<file path="src/rtl/lse_pkg.sv">
`default_nettype none

package lse_pkg;

    localparam int DEPTH   = 32;
    localparam int ADDR_W  = (DEPTH > 1) ? $clog2(DEPTH) : 1;
    localparam int CNT_W   = $clog2(DEPTH + 1);
    localparam int DATA_W  = 32;
    localparam int OP_W    = 3;
    localparam int COUNT_W = 6;
    localparam int STAT_W  = 2;

    typedef enum logic [OP_W-1:0] {
        OP_PUSH     = 3'd0,
        OP_POP      = 3'd1,
        OP_PEEK     = 3'd2,
        OP_SIZE     = 3'd3,
        OP_CLEAR    = 3'd4,
        OP_TRAVERSE = 3'd5
    } t_op;

    typedef enum logic [STAT_W-1:0] {
        ST_OK       = 2'd0,
        ST_OVERFLOW = 2'd1,
        ST_EMPTY    = 2'd2
    } t_status;

    typedef enum logic [1:0] {
        S_IDLE,
        S_READ,
        S_TRAV
    } t_state;

    // Read address select for the stack memory.
    typedef enum logic [1:0] {
        RD_TOP,
        RD_ZERO,
        RD_IDX,
        RD_NEXT
    } t_rd_sel;

    typedef struct packed {
        logic    push;
        logic    pop;
        logic    clear;
        t_rd_sel rd_sel;
        logic    idx_clr;
        logic    idx_inc;
        logic    out_load;
        logic    out_rdata;
        t_status out_status;
        logic    out_last;
    } t_dp_cmd;

    typedef struct packed {
        logic empty;
        logic full;
        logic idx_last;
        logic out_free;
    } t_dp_sts;

endpackage

`default_nettype wire

</file>
<file path="src/rtl/lse_if.sv">
`default_nettype none

interface lse_in_if
    import lse_pkg::*;
();
    logic                     valid;
    logic                     ready;
    logic        [OP_W-1:0]   op;
    logic signed [DATA_W-1:0] value;

    modport source (output valid, output op, output value, input ready);
    modport sink   (input valid, input op, input value, output ready);
endinterface

interface lse_out_if
    import lse_pkg::*;
();
    logic                     valid;
    logic                     ready;
    logic signed [DATA_W-1:0] data;
    logic        [COUNT_W-1:0] count;
    logic        [STAT_W-1:0] status;
    logic                     last;

    modport source (output valid, output data, output count, output status,
                    output last, input ready);
    modport sink   (input valid, input data, input count, input status,
                    input last, output ready);
endinterface

`default_nettype wire

</file>
<file path="src/rtl/lse_ctrl.sv">
`default_nettype none

module lse_ctrl
    import lse_pkg::*;
(
    input  wire logic            i_clk,
    input  wire logic            i_rst_n,
    input  wire logic            i_valid,
    input  wire logic [OP_W-1:0] i_op,
    input  wire t_dp_sts         i_sts,
    output t_dp_cmd              o_cmd,
    output logic                 o_ready
);

    t_state r_state;
    t_state n_state;
    logic   w_fire;

    always_ff @(posedge i_clk) begin
        if (!i_rst_n) begin
            r_state <= S_IDLE;
        end else begin
            r_state <= n_state;
        end
    end

    // Same condition as valid and ready while idle, taken from the status
    // directly so that the decode below does not depend on its own output.
    assign w_fire = i_valid && i_sts.out_free && (r_state == S_IDLE);

    always_comb begin
        n_state          = r_state;
        o_ready          = 1'b0;
        o_cmd            = '0;
        o_cmd.rd_sel     = RD_TOP;
        o_cmd.out_status = ST_OK;
        unique case (r_state)
            S_IDLE: begin
                o_ready = i_sts.out_free;
                if (w_fire) begin
                    o_cmd.out_last = 1'b1;
                    unique case (i_op)
                        OP_PUSH: begin
                            o_cmd.out_load = 1'b1;
                            if (i_sts.full) begin
                                o_cmd.out_status = ST_OVERFLOW;
                            end else begin
                                o_cmd.push = 1'b1;
                            end
                        end
                        OP_POP, OP_PEEK: begin
                            if (i_sts.empty) begin
                                o_cmd.out_load   = 1'b1;
                                o_cmd.out_status = ST_EMPTY;
                            end else begin
                                o_cmd.pop = (i_op == OP_POP);
                                n_state   = S_READ;
                            end
                        end
                        OP_CLEAR: begin
                            o_cmd.clear    = 1'b1;
                            o_cmd.out_load = 1'b1;
                        end
                        OP_TRAVERSE: begin
                            if (i_sts.empty) begin
                                o_cmd.out_load   = 1'b1;
                                o_cmd.out_status = ST_EMPTY;
                            end else begin
                                o_cmd.rd_sel  = RD_ZERO;
                                o_cmd.idx_clr = 1'b1;
                                n_state       = S_TRAV;
                            end
                        end
                        default: begin
                            o_cmd.out_load = 1'b1;
                        end
                    endcase
                end
            end
            S_READ: begin
                // The output slot was free when the request was taken.
                o_cmd.out_load  = 1'b1;
                o_cmd.out_rdata = 1'b1;
                o_cmd.out_last  = 1'b1;
                n_state         = S_IDLE;
            end
            S_TRAV: begin
                o_cmd.rd_sel = RD_IDX;
                if (i_sts.out_free) begin
                    o_cmd.out_load  = 1'b1;
                    o_cmd.out_rdata = 1'b1;
                    o_cmd.out_last  = i_sts.idx_last;
                    if (i_sts.idx_last) begin
                        n_state = S_IDLE;
                    end else begin
                        o_cmd.idx_inc = 1'b1;
                        o_cmd.rd_sel  = RD_NEXT;
                    end
                end
            end
            default: begin
                n_state = S_IDLE;
            end
        endcase
    end

endmodule

`default_nettype wire

</file>
<file path="src/rtl/lse_dp.sv">
`default_nettype none

module lse_dp
    import lse_pkg::*;
(
    input  wire logic                     i_clk,
    input  wire logic                     i_rst_n,
    input  wire t_dp_cmd                  i_cmd,
    input  wire logic signed [DATA_W-1:0] i_value,
    input  wire logic                     i_out_ready,
    output t_dp_sts                       o_sts,
    output logic                          o_out_valid,
    output logic signed [DATA_W-1:0]      o_out_data,
    output logic        [COUNT_W-1:0]     o_out_count,
    output logic        [STAT_W-1:0]      o_out_status,
    output logic                          o_out_last
);

    logic signed [DATA_W-1:0] r_mem [DEPTH];
    logic signed [DATA_W-1:0] r_rdata;
    logic        [CNT_W-1:0]  r_count;
    logic        [CNT_W-1:0]  n_count;
    logic        [ADDR_W-1:0] r_idx;
    logic        [ADDR_W-1:0] w_top;
    logic        [ADDR_W-1:0] w_rd_addr;
    logic                     r_out_valid;
    logic signed [DATA_W-1:0] r_out_data;
    logic        [COUNT_W-1:0] r_out_count;
    logic        [STAT_W-1:0] r_out_status;
    logic                     r_out_last;

    assign w_top = ADDR_W'(r_count - 1'b1);

    always_comb begin
        n_count = r_count;
        if (i_cmd.clear) begin
            n_count = '0;
        end else if (i_cmd.push) begin
            n_count = r_count + 1'b1;
        end else if (i_cmd.pop) begin
            n_count = r_count - 1'b1;
        end
    end

    always_comb begin
        unique case (i_cmd.rd_sel)
            RD_TOP:  w_rd_addr = w_top;
            RD_ZERO: w_rd_addr = '0;
            RD_IDX:  w_rd_addr = r_idx;
            RD_NEXT: w_rd_addr = r_idx + 1'b1;
            default: w_rd_addr = r_idx;
        endcase
    end

    always_ff @(posedge i_clk) begin
        if (i_cmd.push) begin
            r_mem[ADDR_W'(r_count)] <= i_value;
        end
    end

    always_ff @(posedge i_clk) begin
        r_rdata <= r_mem[w_rd_addr];
    end

    always_ff @(posedge i_clk) begin
        if (!i_rst_n) begin
            r_count     <= '0;
            r_out_valid <= 1'b0;
        end else begin
            r_count <= n_count;
            if (i_cmd.out_load) begin
                r_out_valid <= 1'b1;
            end else if (i_out_ready) begin
                r_out_valid <= 1'b0;
            end
        end
    end

    always_ff @(posedge i_clk) begin
        if (i_cmd.idx_clr) begin
            r_idx <= '0;
        end else if (i_cmd.idx_inc) begin
            r_idx <= r_idx + 1'b1;
        end
        if (i_cmd.out_load) begin
            r_out_data   <= i_cmd.out_rdata ? r_rdata : '0;
            r_out_count  <= COUNT_W'(n_count);
            r_out_status <= i_cmd.out_status;
            r_out_last   <= i_cmd.out_last;
        end
    end

    assign o_sts.empty    = (r_count == '0);
    assign o_sts.full     = (r_count == CNT_W'(DEPTH));
    assign o_sts.idx_last = (r_idx == w_top);
    assign o_sts.out_free = !r_out_valid || i_out_ready;

    assign o_out_valid  = r_out_valid;
    assign o_out_data   = r_out_data;
    assign o_out_count  = r_out_count;
    assign o_out_status = r_out_status;
    assign o_out_last   = r_out_last;

endmodule

`default_nettype wire

</file>
<file path="src/rtl/lifo_stack_engine.sv">
// LIFO stack of DEPTH signed 32-bit words behind two valid/ready channels.
// Each request on i_in carries an op (push, pop, peek, size, clear, traverse)
// and a value that only push uses. Every request gives one result on o_out,
// except traverse of a non-empty stack, which streams every held word from
// bottom to top, raising last on the final one; other results raise last.
// Push, size, clear and every error load their result into the output
// register as the request is taken. Pop and peek read the stack memory,
// whose read port is registered, so their result passes through the read
// register and then the output register. Traverse first reads the bottom
// entry and then delivers one word per cycle while the output is free.
// A new request is taken only while the controller is idle and the output
// register is empty or being drained in the same cycle, so push, size and
// clear run at one request per cycle while results drain; after a pop or
// peek the next request waits for its result. If the receiver stalls, the
// result waits in the output register and the stack takes no further
// request; a stalled traverse re-reads the same entry until it is taken.
// Reset empties the stack and the output register; memory contents are not
// cleared since an entry is only read after it has been pushed.

`default_nettype none

module lifo_stack_engine
    import lse_pkg::*;
(
    input  wire logic i_clk,
    input  wire logic i_rst_n,
    lse_in_if.sink    i_in,
    lse_out_if.source o_out
);

    t_dp_cmd w_cmd;
    t_dp_sts w_sts;

    // The controller sequences each request and raises ready only when idle.
    lse_ctrl u_ctrl (
        .i_clk   (i_clk),
        .i_rst_n (i_rst_n),
        .i_valid (i_in.valid),
        .i_op    (i_in.op),
        .i_sts   (w_sts),
        .o_cmd   (w_cmd),
        .o_ready (i_in.ready)
    );

    // The datapath holds the stack memory, the entry count, the traverse
    // index and the output register.
    lse_dp u_dp (
        .i_clk        (i_clk),
        .i_rst_n      (i_rst_n),
        .i_cmd        (w_cmd),
        .i_value      (i_in.value),
        .i_out_ready  (o_out.ready),
        .o_sts        (w_sts),
        .o_out_valid  (o_out.valid),
        .o_out_data   (o_out.data),
        .o_out_count  (o_out.count),
        .o_out_status (o_out.status),
        .o_out_last   (o_out.last)
    );

endmodule

`default_nettype wire

</file>
<file path="src/flat_wrapper.sv">
// flat-port wrapper written by rule: the top's interface ports become plain ports
module lifo_stack_engine_flat import lse_pkg::*;
  (i_clk, i_rst_n, i_in_valid, i_in_op, i_in_value, i_in_ready, o_out_valid, o_out_data, o_out_count, o_out_status, o_out_last, o_out_ready);
  lse_in_if i_in_i ();
  lse_out_if o_out_i ();
  input  wire logic i_clk;
  input  wire logic i_rst_n;
  input wire logic [$bits(i_in_i.valid)-1:0] i_in_valid;
  input wire logic [$bits(i_in_i.op)-1:0] i_in_op;
  input wire logic [$bits(i_in_i.value)-1:0] i_in_value;
  output wire logic [$bits(i_in_i.ready)-1:0] i_in_ready;
  output wire logic [$bits(o_out_i.valid)-1:0] o_out_valid;
  output wire logic [$bits(o_out_i.data)-1:0] o_out_data;
  output wire logic [$bits(o_out_i.count)-1:0] o_out_count;
  output wire logic [$bits(o_out_i.status)-1:0] o_out_status;
  output wire logic [$bits(o_out_i.last)-1:0] o_out_last;
  input wire logic [$bits(o_out_i.ready)-1:0] o_out_ready;
  assign i_in_i.valid = i_in_valid;
  assign i_in_i.op = i_in_op;
  assign i_in_i.value = i_in_value;
  assign i_in_ready = i_in_i.ready;
  assign o_out_valid = o_out_i.valid;
  assign o_out_data = o_out_i.data;
  assign o_out_count = o_out_i.count;
  assign o_out_status = o_out_i.status;
  assign o_out_last = o_out_i.last;
  assign o_out_i.ready = o_out_ready;
  lifo_stack_engine u_core (.i_clk(i_clk), .i_rst_n(i_rst_n), .i_in(i_in_i), .o_out(o_out_i));
endmodule
</file>
<file path="config.mk">
export PLATFORM = sky130hd
export DESIGN_NAME = lifo_stack_engine_flat
export DESIGN_NICKNAME = d
export VERILOG_FILES = /design/src/rtl/lse_pkg.sv /design/src/rtl/lse_if.sv /design/src/rtl/lse_ctrl.sv /design/src/rtl/lse_dp.sv /design/src/rtl/lifo_stack_engine.sv /design/src/flat_wrapper.sv
export SDC_FILE = /design/constraint.sdc
export NUM_CORES = 1
export LEC_CHECK = 0
export BUFFER_PORTS_ARGS = -buffer_cell sky130_fd_sc_hd__buf_2
export CORE_MARGIN = 2
export CORE_UTILIZATION = 56
export DETAILED_ROUTE_END_ITERATION = 6
export GPL_TIMING_DRIVEN = 0
export PLACE_DENSITY = 0.75
export SLEW_MARGIN = 40
export SYNTH_ARGS = -nofsm -noshare
export SYNTH_HDL_FRONTEND = slang
export SYNTH_SLANG_ARGS = --single-unit
</file>
<file path="constraint.sdc">
create_clock -name i_clk -period 4.1 [get_ports i_clk]
set_input_delay 0.82 -clock i_clk [delete_from_list [all_inputs] [get_ports i_clk]]
set_output_delay 0.82 -clock i_clk [all_outputs]
set_load 0.01 [all_outputs]
</file>
# After elaboration in Yosys (flattened, before gate mapping)
# Memory sizes are Yosys's and may differ from the RTL's. A register that Yosys moved wholly into a read port is not among the register bits.
# Index checks and enable logic that the tools add are counted.
# totals
regBits	55
mem_bits_rw	1024
output_inout_bits	43
n_memories	1
# memory_table
memory	depth	width	read_ports	rd_ports_with_merged_regs	wr	line	rtl
u_core.u_dp.r_mem	32	32	1	1	1	lse_dp.sv:19	logic signed [DATA_W-1:0] r_mem [DEPTH];
# op_classes
n_addsub	3
n_eq_ne	17
mux	43
n_reduce_logical	13
# op_table
operator	n
$mux W6	4
$mux W1	21
$pmux W5 S4	1
$mux W2	8
$pmux W2 S2	4
$add A6 B1 Y6 const B	1
$eq A2 B2 Y1 const B	3
$eq A3 B3 Y1 const B	2
$eq A6 B6 Y1 const B	1
$logic_not A6 Y1	1
$mux W3	2
$ne A2 B2 Y1 const B	3
$ne A3 B3 Y1 const B	2
$pmux W1 S3	2
$reduce_and A6 Y1	1
$sub A6 B1 Y6 const B	1
$add A5 B1 Y5 const B	1
$eq A5 B5 Y1	1
$eq A2 B1 Y1 const B	2
$logic_not A2 Y1	2
$eq A3 B1 Y1 const B	1
$eq A3 B2 Y1 const B	1
$logic_not A3 Y1	1
$ne A3 B1 Y1 const B	1
other kinds (8)	9

# Logic depth before layout (Yosys ltp)
# depth
depth_word	9
mapped_depth	16
mapped_depth_nobuf	11

# Hierarchy
# A second synthesis with hierarchy kept.
# hier_totals
hier_cells	4796
hier_area_um2	58756.4
# by_module_without_submodules
module	instances	cells_per_inst	area_per_inst_um2
lse_dp	1	4753	58368.5
lse_ctrl	1	43	387.9

# Worst setup path after synthesis
# Ideal clock, no wire load.
# synth_path
path_kind	input -> register
from	input o_out_ready
to	memory u_core.u_dp.r_mem[15][0] (enable)
t_arrival_ns	3.692
required_time_ns	3.677
path_slack_ns	-0.015
stages	8
n_path_buf	2
cell_sequence	nand2b_1 > clkbuf_1 > nand3_1 > nor2_1 > and3_1 > clkbuf_1 > nand2_1 > nor2_1
# synth_between
elab_chain_cells	7
# synth_rtl
element	line	rtl
start, declared	flat_wrapper.sv:17	input wire logic [$bits(o_out_i.ready)-1:0] o_out_ready;
$logic_or A1 B1 Y1	lse_dp.sv:96	assign o_sts.out_free = !r_out_valid || i_out_ready;
$logic_and A1 B1 Y1 (2 in a row)	lse_ctrl.sv:29	assign w_fire = i_valid && i_sts.out_free && (r_state == S_IDLE);
$mux W6	lse_ctrl.sv:40	if (w_fire) begin
$mux W3	lse_ctrl.sv:37	unique case (r_state)
$mux W1	lse_dp.sv:56	if (i_cmd.push) begin
$mux W1 (not written as such)	lse_dp.sv:57	r_mem[ADDR_W'(r_count)] <= i_value;
end, declared	lse_dp.sv:19	
# No other way between the ends.

# Worst setup path after layout
# layout_path
from	register u_core.u_dp.r_count[0]
to	register u_core.u_dp.r_rdata[0] (read register of u_core.u_dp.r_mem)
# layout_between
elab_chain_cells	7
# layout_rtl
element	line	rtl
start, declared	lse_dp.sv:21	logic [CNT_W-1:0] r_count;
start signal, assigned	lse_dp.sv:70	r_count <= n_count;
$sub A6 B1 Y6 or $logic_not A6 Y1 (tied branches)	lse_dp.sv:32, lse_dp.sv:93	
$eq A5 B5 Y1 or $mux W2 (tied branches)	lse_dp.sv:95, lse_ctrl.sv:65	
$mux W1 or $mux W2 (tied branches)	lse_ctrl.sv:93, lse_ctrl.sv:42	
$mux W1 or $mux W6 (tied branches)	lse_ctrl.sv:89, lse_ctrl.sv:40	
$pmux W2 S2	lse_ctrl.sv:37	
$eq A2 B2 Y1, or another cell as far along	lse_dp.sv:46	unique case (i_cmd.rd_sel)
$pmux W5 S4 *	lse_dp.sv:46	
end, declared	lse_dp.sv:20	logic signed [DATA_W-1:0] r_rdata;
# Mark *: on every way between the ends. The rest lies on a longest branch, timed or not.
# A chain may end at the register's enable or synchronous reset.

==> flow_summary.ini <==
[route]
highest_layer = met5
vias = 27400
wl_um = 116000
ant_nets = 0
wl_per_cell_um = 26.9
wl_met2_um = 56000
wl_met1_um = 41800
wl_met3_um = 14500
drt_iter0_markers = 4338
drc = 2
via_per_inst = 6.33
dr.pass1.iters = 7

[synthesis]
synthCells = 2933
synthesis.area_um2 = 44000
yosysSeqAreaShare_pct = 74.7
ys_ff_latch = 1111
syn_nets = 2982
synth-main-ff-cell = edfxtp_1
synth_top_area_share_pct = 72.6
synth_edf_count = 1065
netlist_top_cells_area = edfxtp_1, nand2_1, mux4_2
yosysWarnings = 0
syn_area_per_cell_um2 = 15.0
synth_cell_types = 64
yosysTopAreaCell = edfxtp_1
synth-async-reset-ratio_pct = 0

[clocking]
cts_buffers = 109
clkLatencyLatePin_ps = 700
clk_pin_slew_ps = 60
cts.htree.levels = 3
root_buffer = clkbuf_16
clk_path_buf_depth = 3
clock_sinks = 1111
hold_buffers = 0
cts_tree = built

[pwr]
p_leak_nw = 17.4
ir_drop_mv = 0.421
power.density_nw_per_um2 = 489

[die]
fp.dieW_um = 284
io_pins = 82
row_count = 102
core-area_um2 = 77600
die_area_um2 = 80900
start_util_pct = 56.7
die_h_um = 284

[cells_and_area]
n_fill_cell = 5153
drive_above_1_share_pct = 20.4
seqCellArea_um2 = 32900
syn_to_final_growth_pct = 16.4
nNetsFinal = 3245
final_core_util_pct = 66.1
layout_commonest_cell = edfxtp_1
layout_common_cells = edfxtp_1, nand2_1, nand3_1, and3_1, buf_2
multi_input_area_um2 = 10900

[sta]
skew_ps = 23.9
min_period_ps = 4010
timing.setup.tns_ps = 0
max_freq_ghz = 0.249
setup_ws_ps = 86.2
period_share_pct = 97.9
hold_viol_final = 0
worstMarginPinSlew_ps = 830
holdWs_ps = 433
slew_headroom_pct = 44.7
setup_viol = 0
drv_slew = 0

[worst_setup_path]
cpLargestDelayFamily = compound AO/OA/AOI/OAI gates
cp_slowest_cell = o31ai_4
worstSetupStartpointType = flip-flop
endpoint_kind = flip-flop
arrival_ps = 4600
max_stage_delay_ps = 480
path_cells = buf_6 > inv_1 > ha_2 > nor3b_4 > xnor2_2 > or3_1 > o211ai_2 > xnor2_2 > a21oi_4 > nand2_2 > clkbuf_2 > o31ai_4 > o32a_1
critical_path_buf_inv_count = 3
setup.worst_path.class = reg -> reg
cpMostUsedCell = xnor2_2
critPathMaxFanout = 10
required_ps = 4690

[outcome]
status = finished, violations left
violations = design-rule violations

[min_path]
hold_path.class = in -> reg

[global_route]
grt_use_total_pct = 28.5
grt_pass1_vias = 27200
grt_max_degree = 33
antenna_found_initial = 6
globalRouteOverflowTotal = 0
grt_pass1_wl_um = 170000

[placement]
io_buffers = 81
routabilityCongestion = 0.899
post-place-ws_ps = -1100
hpwl_um = 77500

[flow_run]
cap_viol_max_count = 0
## where the power goes
part / internal, W / leakage [nW] / switching [W]
Clock: 0.00567 / 1.75 / 0.00424
Combinational: 0.000799 / 5.65 / 0.00161
Sequential: 0.0127 / 10.0 / 0.0000645
Total: 0.0191 / 17.4 / 0.00591
## sequential cells by signal, summed over array words and instances, names as in the netlist
signal,flops
u_core.u_dp.o_out_count,6
u_core.u_dp.o_out_status,2
u_core.u_dp.r_count,6
u_core.u_dp.r_rdata,32
u_core.u_dp.r_mem,1024
u_core.u_dp.o_out_last,1
u_core.u_dp.o_out_data,32
u_core.u_dp.r_idx,5
u_core.u_ctrl.r_state,2
u_core.u_dp.o_out_valid,1
## routing by layer
metal / up-vias / global-route usage, %
li1: 11700 / -
met1: 13600 / 38.0
met4: 8 / 10.9
met2: 1754 / 45.8
met5: - / 0
met3: 291 / 7.13
## synthesized netlist by cell type, types with 3 or more instances
library cell / count
a22oi_1: 5
mux2_2: 32
xor2_1: 7
xnor2_1: 13
a21o_1: 4
edfxtp_1: 1065
nand3_1: 200
o21ai_0: 69
ha_1: 10
and3_1: 165
o21ai_1: 3
and2_1: 42
mux4_2: 64
buf_4: 8
buf_1: 5
a32oi_1: 31
o31ai_1: 63
dfxtp_1: 46
a31oi_1: 32
nor2_1: 52
nor2b_1: 3
buf_6: 7
nand2b_1: 4
or3_1: 3
clkbuf_1: 116
buf_2: 60
a31o_1: 18
inv_1: 6
nor3_1: 38
nand2_1: 557
o32a_1: 31
a21oi_1: 43
nand3b_1: 6
a31o_2: 13
a211o_1: 4
nor3_2: 3
a211oi_1: 38
mux2i_1: 37
## worst paths after layout
check,endpoint,cells after the start,slack [ps],from
worst max register to register,u_core.u_dp.r_rdata[0],13,90,u_core.u_dp.r_count[0]
worst min register to register,u_core.u_dp.o_out_data[21],1,500,u_core.u_dp.r_rdata[21]
worst min-delay path,u_core.u_dp.o_out_valid,2,430,i_rst_n
worst max-delay path,u_core.u_dp.r_rdata[0],13,90,u_core.u_dp.r_count[0]
## per-stage QoR
step,instances,area [um2],power (W)
after floorplan,2933,44000,0.0142
after detailed placement,4108,47000,0.0152
after CTS,4316,50900,0.0250
after global routing,4330,51300,0.0257
after global placement,4054,45700,0.0151
final,4332,51300,0.0250
## area by class of cell
| class | instances | share of cell area [%] |
|---|---|---|
| plain buffers | 195 | 2.02 |
| repair buffers | 153 | 2.98 |
| well taps | 1040 | 2.54 |
| clock inverters | 62 | 1.21 |
| diodes | 3 | 0.0146 |
| multi-input cells | 1620 | 21.3 |
| flip-flops and latches | 1111 | 64.2 |
| inverters | 6 | 0.0439 |
| clock buffers | 142 | 5.76 |
## cell families (layout without fill, tap and decap cells)
group,Yosys count,in the layout,synth area share (%)
DFF,1111,1111,74.7
and+or+nand+nor,1084,1084,11.4
AOI/OAI and AO/OA,370,370,6.01
buffers and inverters,202,558,2.08
muxes,134,134,4.97
xor gates and xnor gates,22,22,0.486
adders and majority gates,10,10,0.284
other,0,3,0
## timing repair
| action | CTS | global route |
|---|---|---|
| resized for setup | 91 | 78 |
| endpoints found under the setup margin | 32 | 38 |
| pin swaps | 4 | 11 |
| setup buffers | 5 | 13 |
Note: power is estimated with default switching activity, not from simulation.
